===== config.mk =====
export PLATFORM = sky130hd
export DESIGN_NAME = sha256_block_hash
export DESIGN_NICKNAME = d
export VERILOG_FILES = /design/src/hw/rtl/sha256_pkg.sv /design/src/hw/rtl/sha256_dp.sv /design/src/hw/rtl/sha256_ctrl.sv /design/src/hw/rtl/sha256_block_hash.sv
export SDC_FILE = /design/constraint.sdc
export NUM_CORES = 2
export LEC_CHECK = 0
export BUFFER_PORTS_ARGS = -buffer_cell sky130_fd_sc_hd__buf_4
export CORE_MARGIN = 2
export CORE_UTILIZATION = 50
export CTS_CLUSTER_SIZE = 10
export DETAILED_ROUTE_END_ITERATION = 8
export HOLD_SLACK_MARGIN = 0.15
export PLACE_DENSITY_LB_ADDON = 0.3
export SLEW_MARGIN = 30
export SYNTH_ARGS = -nofsm -noshare
export SYNTH_HDL_FRONTEND = slang
export SYNTH_HIERARCHICAL = 1
export SYNTH_SLANG_ARGS = --single-unit

===== constraint.sdc =====
create_clock -name clk -period 13.55 [get_ports clk]
set_clock_uncertainty 0.15 [all_clocks]
set_input_delay 0.6775 -clock clk [delete_from_list [all_inputs] [get_ports clk]]
set_output_delay 0.6775 -clock clk [all_outputs]
set_load 0.005 [all_outputs]

===== src/hw/rtl/sha256_pkg.sv =====
// ----------------------------------------------------------------------------
// SHA-256 block hash package
// Shared widths, round constants, initial hash values, controller states,
// the controller-to-datapath command bundle and the SHA-256 mixing functions.
// ----------------------------------------------------------------------------
package sha256_pkg;

  localparam int WORD_W      = 32;
  localparam int BLOCK_WORDS = 16;
  localparam int HASH_WORDS  = 8;
  localparam int NUM_ROUNDS  = 64;

  localparam int WCNT_W = $clog2(BLOCK_WORDS);
  localparam int RCNT_W = $clog2(NUM_ROUNDS);
  localparam int ECNT_W = $clog2(HASH_WORDS);

  typedef logic [WORD_W-1:0] word_t;

  localparam word_t ROUND_K [0:NUM_ROUNDS-1] = '{
    32'h428a2f98, 32'h71374491, 32'hb5c0fbcf, 32'he9b5dba5,
    32'h3956c25b, 32'h59f111f1, 32'h923f82a4, 32'hab1c5ed5,
    32'hd807aa98, 32'h12835b01, 32'h243185be, 32'h550c7dc3,
    32'h72be5d74, 32'h80deb1fe, 32'h9bdc06a7, 32'hc19bf174,
    32'he49b69c1, 32'hefbe4786, 32'h0fc19dc6, 32'h240ca1cc,
    32'h2de92c6f, 32'h4a7484aa, 32'h5cb0a9dc, 32'h76f988da,
    32'h983e5152, 32'ha831c66d, 32'hb00327c8, 32'hbf597fc7,
    32'hc6e00bf3, 32'hd5a79147, 32'h06ca6351, 32'h14292967,
    32'h27b70a85, 32'h2e1b2138, 32'h4d2c6dfc, 32'h53380d13,
    32'h650a7354, 32'h766a0abb, 32'h81c2c92e, 32'h92722c85,
    32'ha2bfe8a1, 32'ha81a664b, 32'hc24b8b70, 32'hc76c51a3,
    32'hd192e819, 32'hd6990624, 32'hf40e3585, 32'h106aa070,
    32'h19a4c116, 32'h1e376c08, 32'h2748774c, 32'h34b0bcb5,
    32'h391c0cb3, 32'h4ed8aa4a, 32'h5b9cca4f, 32'h682e6ff3,
    32'h748f82ee, 32'h78a5636f, 32'h84c87814, 32'h8cc70208,
    32'h90befffa, 32'ha4506ceb, 32'hbef9a3f7, 32'hc67178f2
  };

  localparam word_t INIT_HASH [0:HASH_WORDS-1] = '{
    32'h6a09e667, 32'hbb67ae85, 32'h3c6ef372, 32'ha54ff53a,
    32'h510e527f, 32'h9b05688c, 32'h1f83d9ab, 32'h5be0cd19
  };

  typedef enum logic [1:0] {
    ST_LOAD,
    ST_ROUND,
    ST_UPDATE,
    ST_EMIT
  } ctrl_state_t;

  typedef struct packed {
    logic              load_word;
    logic              start_rounds;
    logic              do_round;
    logic [RCNT_W-1:0] round_idx;
    logic              update_chain;
    logic              emit_shift;
    logic [ECNT_W-1:0] emit_idx;
  } ctrl_cmd_t;

  function automatic word_t rotr(input word_t v, input int n);
    rotr = (v >> n) | (v << (WORD_W - n));
  endfunction

  function automatic word_t big_s0(input word_t v);
    big_s0 = rotr(v, 2) ^ rotr(v, 13) ^ rotr(v, 22);
  endfunction

  function automatic word_t big_s1(input word_t v);
    big_s1 = rotr(v, 6) ^ rotr(v, 11) ^ rotr(v, 25);
  endfunction

  function automatic word_t small_s0(input word_t v);
    small_s0 = rotr(v, 7) ^ rotr(v, 18) ^ (v >> 3);
  endfunction

  function automatic word_t small_s1(input word_t v);
    small_s1 = rotr(v, 17) ^ rotr(v, 19) ^ (v >> 10);
  endfunction

endpackage


===== src/hw/rtl/sha256_dp.sv =====
// ----------------------------------------------------------------------------
// SHA-256 datapath
// Message schedule shift line, working variables with one round unit, and
// the chaining hash that is added into after each block and shifted out.
// ----------------------------------------------------------------------------
module sha256_dp import sha256_pkg::*; (
  input  logic      clk,
  input  logic      rst,
  input  ctrl_cmd_t cmd,
  input  word_t     word_in,
  output word_t     digest_word
);

  word_t sched [0:BLOCK_WORDS-1];
  word_t wv    [0:HASH_WORDS-1];
  word_t chain [0:HASH_WORDS-1];

  word_t sched_new;
  word_t ch;
  word_t mj;
  word_t t1;
  word_t t2;

  // The window sched[0..15] always holds W[t..t+15] for the current round.
  assign sched_new = small_s1(sched[14]) + sched[9] + small_s0(sched[1]) + sched[0];

  assign ch = (wv[4] & wv[5]) ^ (~wv[4] & wv[6]);
  assign mj = (wv[0] & wv[1]) ^ (wv[0] & wv[2]) ^ (wv[1] & wv[2]);
  assign t1 = wv[7] + big_s1(wv[4]) + ch + ROUND_K[cmd.round_idx] + sched[0];
  assign t2 = big_s0(wv[0]) + mj;

  always_ff @(posedge clk) begin
    if (cmd.load_word || cmd.do_round) begin
      for (int i = 0; i < BLOCK_WORDS - 1; i++) begin
        sched[i] <= sched[i+1];
      end
      sched[BLOCK_WORDS-1] <= cmd.load_word ? word_in : sched_new;
    end
  end

  always_ff @(posedge clk) begin
    if (cmd.start_rounds) begin
      wv <= chain;
    end else if (cmd.do_round) begin
      wv[7] <= wv[6];
      wv[6] <= wv[5];
      wv[5] <= wv[4];
      wv[4] <= wv[3] + t1;
      wv[3] <= wv[2];
      wv[2] <= wv[1];
      wv[1] <= wv[0];
      wv[0] <= t1 + t2;
    end
  end

  // While the digest goes out, the chain rotates toward word 0 and the
  // initial values fill in behind, so it ends up reset after eight beats.
  always_ff @(posedge clk) begin
    if (rst) begin
      chain <= INIT_HASH;
    end else if (cmd.update_chain) begin
      for (int i = 0; i < HASH_WORDS; i++) begin
        chain[i] <= chain[i] + wv[i];
      end
    end else if (cmd.emit_shift) begin
      for (int i = 0; i < HASH_WORDS - 1; i++) begin
        chain[i] <= chain[i+1];
      end
      chain[HASH_WORDS-1] <= INIT_HASH[cmd.emit_idx];
    end
  end

  assign digest_word = chain[0];

endmodule


===== src/hw/rtl/sha256_ctrl.sv =====
// ----------------------------------------------------------------------------
// SHA-256 controller
// Sequences word loading, the 64 rounds, the chain update and the digest
// output, and drives the datapath through a command bundle.
// ----------------------------------------------------------------------------
module sha256_ctrl import sha256_pkg::*; (
  input  logic      clk,
  input  logic      rst,
  input  logic      in_valid,
  input  logic      in_end,
  input  logic      out_free,
  output logic      in_ready,
  output ctrl_cmd_t cmd
);

  ctrl_state_t       state;
  ctrl_state_t       state_next;
  logic [WCNT_W-1:0] word_cnt;
  logic [RCNT_W-1:0] round_cnt;
  logic [ECNT_W-1:0] emit_cnt;
  logic              end_flag;
  logic              accept;
  logic              last_word;

  assign accept    = in_valid && in_ready;
  assign last_word = (word_cnt == WCNT_W'(BLOCK_WORDS - 1));

  always_ff @(posedge clk) begin
    if (rst) begin
      state     <= ST_LOAD;
      word_cnt  <= '0;
      round_cnt <= '0;
      emit_cnt  <= '0;
      end_flag  <= 1'b0;
    end else begin
      state <= state_next;
      if (accept) begin
        word_cnt <= word_cnt + 1'b1;
      end
      if (accept && last_word) begin
        end_flag <= in_end;
      end
      if (cmd.do_round) begin
        round_cnt <= round_cnt + 1'b1;
      end
      if (cmd.emit_shift) begin
        emit_cnt <= emit_cnt + 1'b1;
      end
    end
  end

  always_comb begin
    state_next = state;
    unique case (state)
      ST_LOAD: begin
        if (accept && last_word) state_next = ST_ROUND;
      end
      ST_ROUND: begin
        if (round_cnt == RCNT_W'(NUM_ROUNDS - 1)) state_next = ST_UPDATE;
      end
      ST_UPDATE: begin
        state_next = end_flag ? ST_EMIT : ST_LOAD;
      end
      ST_EMIT: begin
        if (out_free && emit_cnt == ECNT_W'(HASH_WORDS - 1)) state_next = ST_LOAD;
      end
      default: state_next = ST_LOAD;
    endcase
  end

  always_comb begin
    in_ready         = 1'b0;
    cmd.load_word    = 1'b0;
    cmd.start_rounds = 1'b0;
    cmd.do_round     = 1'b0;
    cmd.round_idx    = round_cnt;
    cmd.update_chain = 1'b0;
    cmd.emit_shift   = 1'b0;
    cmd.emit_idx     = emit_cnt;
    unique case (state)
      ST_LOAD: begin
        in_ready         = 1'b1;
        cmd.load_word    = in_valid;
        cmd.start_rounds = in_valid && last_word;
      end
      ST_ROUND: begin
        cmd.do_round = 1'b1;
      end
      ST_UPDATE: begin
        cmd.update_chain = 1'b1;
      end
      ST_EMIT: begin
        cmd.emit_shift = out_free;
      end
      default: begin
        in_ready = 1'b0;
      end
    endcase
  end

endmodule


===== src/hw/rtl/sha256_block_hash.sv =====
// ----------------------------------------------------------------------------
// SHA-256 block hash
// Hashes an already padded message given as 32-bit words, 16 per block, and
// returns the eight digest words after the block whose last word is marked.
// ----------------------------------------------------------------------------
//  channel  dir  payload                          handshake
//  s_*      in   tdata = message word, tlast = end  one beat per word
//  m_*      out  tdata = digest word, tlast = H7    eight beats per message
//
//  Each block is loaded as 16 words, one word per cycle while s_tvalid is high,
//  then runs 64 rounds through the single round unit and is added into the chain.
//  A marked final block then sends eight digest beats, one per cycle when
//  m_tready stays high. s_tready is low from the 16th word until that is done.
//  Reset restores the initial hash values at once; no clearing pass is needed.
//  A stalled output holds its beat in the output register.
// ----------------------------------------------------------------------------
module sha256_block_hash import sha256_pkg::*; (
  input  logic        clk,
  input  logic        rst,
  input  logic        s_tvalid,
  output logic        s_tready,
  input  logic [31:0] s_tdata,   // [31:0] message_word
  input  logic        s_tlast,   // message_end
  output logic        m_tvalid,
  input  logic        m_tready,
  output logic [31:0] m_tdata,   // [31:0] digest_word
  output logic        m_tlast    // digest_last
);

  ctrl_cmd_t cmd;
  word_t     digest_word;
  logic      out_free;

  assign out_free = !m_tvalid || m_tready;

  sha256_ctrl u_ctrl (
    .clk      (clk),
    .rst      (rst),
    .in_valid (s_tvalid),
    .in_end   (s_tlast),
    .out_free (out_free),
    .in_ready (s_tready),
    .cmd      (cmd)
  );

  sha256_dp u_dp (
    .clk         (clk),
    .rst         (rst),
    .cmd         (cmd),
    .word_in     (s_tdata),
    .digest_word (digest_word)
  );

  always_ff @(posedge clk) begin
    if (rst) begin
      m_tvalid <= 1'b0;
    end else if (cmd.emit_shift) begin
      m_tvalid <= 1'b1;
    end else if (m_tready) begin
      m_tvalid <= 1'b0;
    end
  end

  always_ff @(posedge clk) begin
    if (cmd.emit_shift) begin
      m_tdata <= digest_word;
      m_tlast <= (cmd.emit_idx == ECNT_W'(HASH_WORDS - 1));
    end
  end

`ifndef ASSERT_OFF
  // A digest beat is only loaded into a free output register.
  a_no_overwrite: assert property (@(posedge clk) disable iff (rst)
    cmd.emit_shift |-> (!m_tvalid || m_tready))
    else $error("digest beat loaded over an untaken beat");

  // Input is held off while the digest goes out.
  a_no_input_in_emit: assert property (@(posedge clk) disable iff (rst)
    cmd.emit_shift |-> !s_tready)
    else $error("input ready during digest output");

  // The last digest beat hands control back to word loading.
  a_back_to_load: assert property (@(posedge clk) disable iff (rst)
    (cmd.emit_shift && cmd.emit_idx == ECNT_W'(HASH_WORDS - 1)) |=> s_tready)
    else $error("input not ready after last digest beat");

  // Rounds start only together with an accepted word.
  a_start_on_accept: assert property (@(posedge clk) disable iff (rst)
    cmd.start_rounds |-> (s_tvalid && s_tready))
    else $error("rounds started without an accepted word");
`endif

endmodule

==> impl_metrics.yaml <==
place:
  hpwl_um: 148000
  postPlaceCellArea_um2: 69600
  gp_congestion: 0.960
  io_buffers: 71
power_and_ir_drop:
  peakVddDrop_mv: 0.178
  power.switching_uw: 3670
  power.density_nw_per_um2: 147
  swShare_pct: 33.5
  p_clk_share_pct: 31.1
  combPwrFrac_pct: 32.4
  total_power_uw: 10900
  p_leak_uw: 0.0286
  intPower_uw: 7270
  p_seq_share_pct: 36.6
grt:
  grtUsageMet3_pct: 4.67
  grt_util_met1_pct: 40.1
  grt_pass1_wl_um: 301000
  grt-busiest-layer: "met2"
  grtUsageMet2_pct: 44.7
  grt_pass1_vias: 47700
  overflow: 0
  grt_max_degree: 199
  antenna_found_initial: 3
  grt.total_usage_pct: 29.0
floorplan:
  rows: 134
  dieArea_um2: 138000
  fp.dieW_um: 372
  start_util_pct: 50.5
  pin_count: 72
  die_h_um: 372
  core_um2: 134000
drt:
  drt_first_iter_violations: 4197
  vias_per_cell: 6.03
  drc: 0
  avgRoutedWirePerCell_um: 24.8
  via_count: 49300
  dr.pass1.iters: 7
  wl_um: 203000
  final_antenna_net_count: 0
synthesis:
  synth_area_um2: 67600
  synthArstFlopShare_pct: 0
  yosysSeqAreaShare_pct: 43.7
  synth_edf_count: 801
  synthTopCellsByCount: "edfxtp_1 (801), inv_1 (477), nand2_1 (424)"
  yosysUniqueCellTypes: 100
  ys.flop_type: "edfxtp_1"
  synth_nets: 6953
  synth.area.top_cells: "edfxtp_1 (36%), dfxtp_1 (8.1%), ha_1 (7.4%), fa_1 (5.8%), xnor2_1 (4.4%)"
  netlist_instances: 6319
  post-synth-top-area-cell: "edfxtp_1"
  syn_area_per_cell_um2: 10.7
  yosys_register_bits: 1074
  synth_most_common_cell: "edfxtp_1"
  synth_top_area_share_pct: 35.6
  ys.warnings.count: 6
worst_setup_path:
  cp_slowest_cell: "ha_1"
  crit_family: "adder cells"
  end_kind: "register"
  cp_common_cell: "inv_1"
  rr_worst_depth: 36
  critPathArrivalTime_ps: 9910
  path_class: "register to register"
  crit_path_max_incr_delay_ps: 760
  crit_cells: 36
  required_ps: 13920
  start_kind: "register"
  crit_buf_inv: 6
  critPathMaxFanout: 19
flow_run:
  maxCapViolations: 0
timing:
  min_period_ps: 9530
  period_share_pct: 70.4
  hold_viol_final: 0
  slew_violations: 0
  setup_viol: 0
  max_clock_freq_mhz: 105
  tightest_slew_ps: 1080
  fin_tns_setup_ps: 0
  slew-limit-headroom_pct: 25.8
  rsz0062_at_grt: "false"
clocking:
  clock_path_buffers: 3
  insertion_delay_ps: 810
  clkSinkCount: 1074
  htree_levels: 4
  tritoncts: "yes"
  clk_pin_slew_ps: 60
  numCtsBuffers: 132
  root_buffer: "clkbuf_16"
  post-cts-setup-buffers: 0
final_layout:
  drive_gt1_share_pct: 9.46
  stdcell_area_um2: 74200
  antennaDiodeCount: 0
  nets: 6958
  area_delta_synth_final_pct: 9.83
min_path:
  holdPathStages: 4
  hold_path.class: "input port to register"
outcome:
  status: "finished clean"
[cells by family (layout without fill, tap and decap cells)]
group                      Yosys count  count (layout)  synth area share [%]
and+or+nand+nor                   1238            1238                  8.56
xor gates and xnor gates           573             573                  7.43
muxes                              424             424                  6.86
buffers and inverters              779             867                  4.55
DFF                               1074            1074                  43.7
AOI/OAI and AO/OA                 1631            1631                  15.7
adders and majority gates          600             600                  13.3
[power groups by stage]
stage	sequential [µW]	combinational (µW)	clock (µW)
floorplan	4000	2530	0
global placement	4050	3420	0
detailed placement	4060	3440	0
CTS	3990	3490	3460
global route	4010	3910	3590
finish	4000	3540	3400
[worst register-to-register path: cells and delay by family (launching register included)]
kind                     cells  cell delay [ps]
XOR/XNOR                     3              570
flip-flops                   1              300
buffers and inverters        6              990
adder cells (fa/ha/maj)      6             2770
AO/OA/AOI/OAI               14             2470
AND/OR/NAND/NOR              7             2010
[layer usage]
layer | up-vias | share of wire [%]
li1 | 22800 | -
met1 | 24300 | 44
met2 | 1811 | 44
met3 | 388 | 6.9
met4 | 2 | 5.0
met5 | - | 0.0064
[flip-flops by register name (all words and copies together) (netlist names)]
register	count
m_tvalid	1
m_tlast	1
u_ctrl/end_flag	1
u_dp/wv	256
u_ctrl/round_cnt	6
u_ctrl/state	2
m_tdata	32
u_ctrl/word_cnt	4
u_dp/digest_word	32
u_ctrl/emit_cnt	3
u_dp/sched	512
u_dp/chain	224
[through the flow]
step / instances / hold WS, ps / setup WS [ps] / utilization (%)
floorplan: 6319 / 250 / 4950 / -
global placement: 7916 / 250 / 4230 / 52.0
detailed placement: 7919 / 255 / 4150 / 52.0
CTS: 8172 / 163 / 4120 / 55.4
global route: 8175 / 190 / 3290 / 55.5
finish: 8175 / 205 / 4020 / 55.5
[worst paths after layout]
kind	startpoint	end	slack, ps
setup / recovery	u_ctrl/round_cnt[1]	u_dp/wv[255]	4020
hold / removal	s_tvalid	u_ctrl/word_cnt[2]	210
setup reg to reg	u_ctrl/round_cnt[1]	u_dp/wv[255]	4020
hold reg to reg	u_dp/sched[1][255]	u_dp/sched[1][223]	250
[timing repair]
action / CTS / global route
hold buffers: 36 / 0
resized for setup: 0 / 0
hold endpoints to repair: 46 / 0
[cell usage in the layout, fill, tap and decap left out, drive strengths merged, types with 24 or more instances in the layout]
| cell type | count |
|---|---|
| buf | 135 |
| inv | 479 |
| nand2 | 424 |
| a21oi | 381 |
| edfxtp | 801 |
| o22ai | 24 |
| nor2b | 96 |
| o21ai | 403 |
| mux2 | 243 |
| a21o | 187 |
| clkbuf | 190 |
| fa | 195 |
| xor2 | 233 |
| nor2 | 316 |
| o31ai | 35 |
| dlygate4sd3 | 36 |
| a211o | 25 |
| nor3 | 75 |
| o21a | 55 |
| mux2i | 174 |
| nand3 | 78 |
| a211oi | 165 |
| o21bai | 43 |
| and3 | 45 |
| xnor2 | 340 |
| or3 | 27 |
| ha | 402 |
| a31oi | 43 |
| nand2b | 73 |
| o211ai | 80 |
| nand4 | 24 |
| dfxtp | 273 |
[final cells by class]
type                       instances  area (µm²)
clock buffer                     190        3600
multi-input combinational       4466       35000
clock inverter                    27         547
fill                           11400       59600
tap                             1768        2210
inverter                         479        1800
sequential                      1074       29500
timing repair buffer             171        1510
No activity file was read; power rests on OpenSTA's default activity.
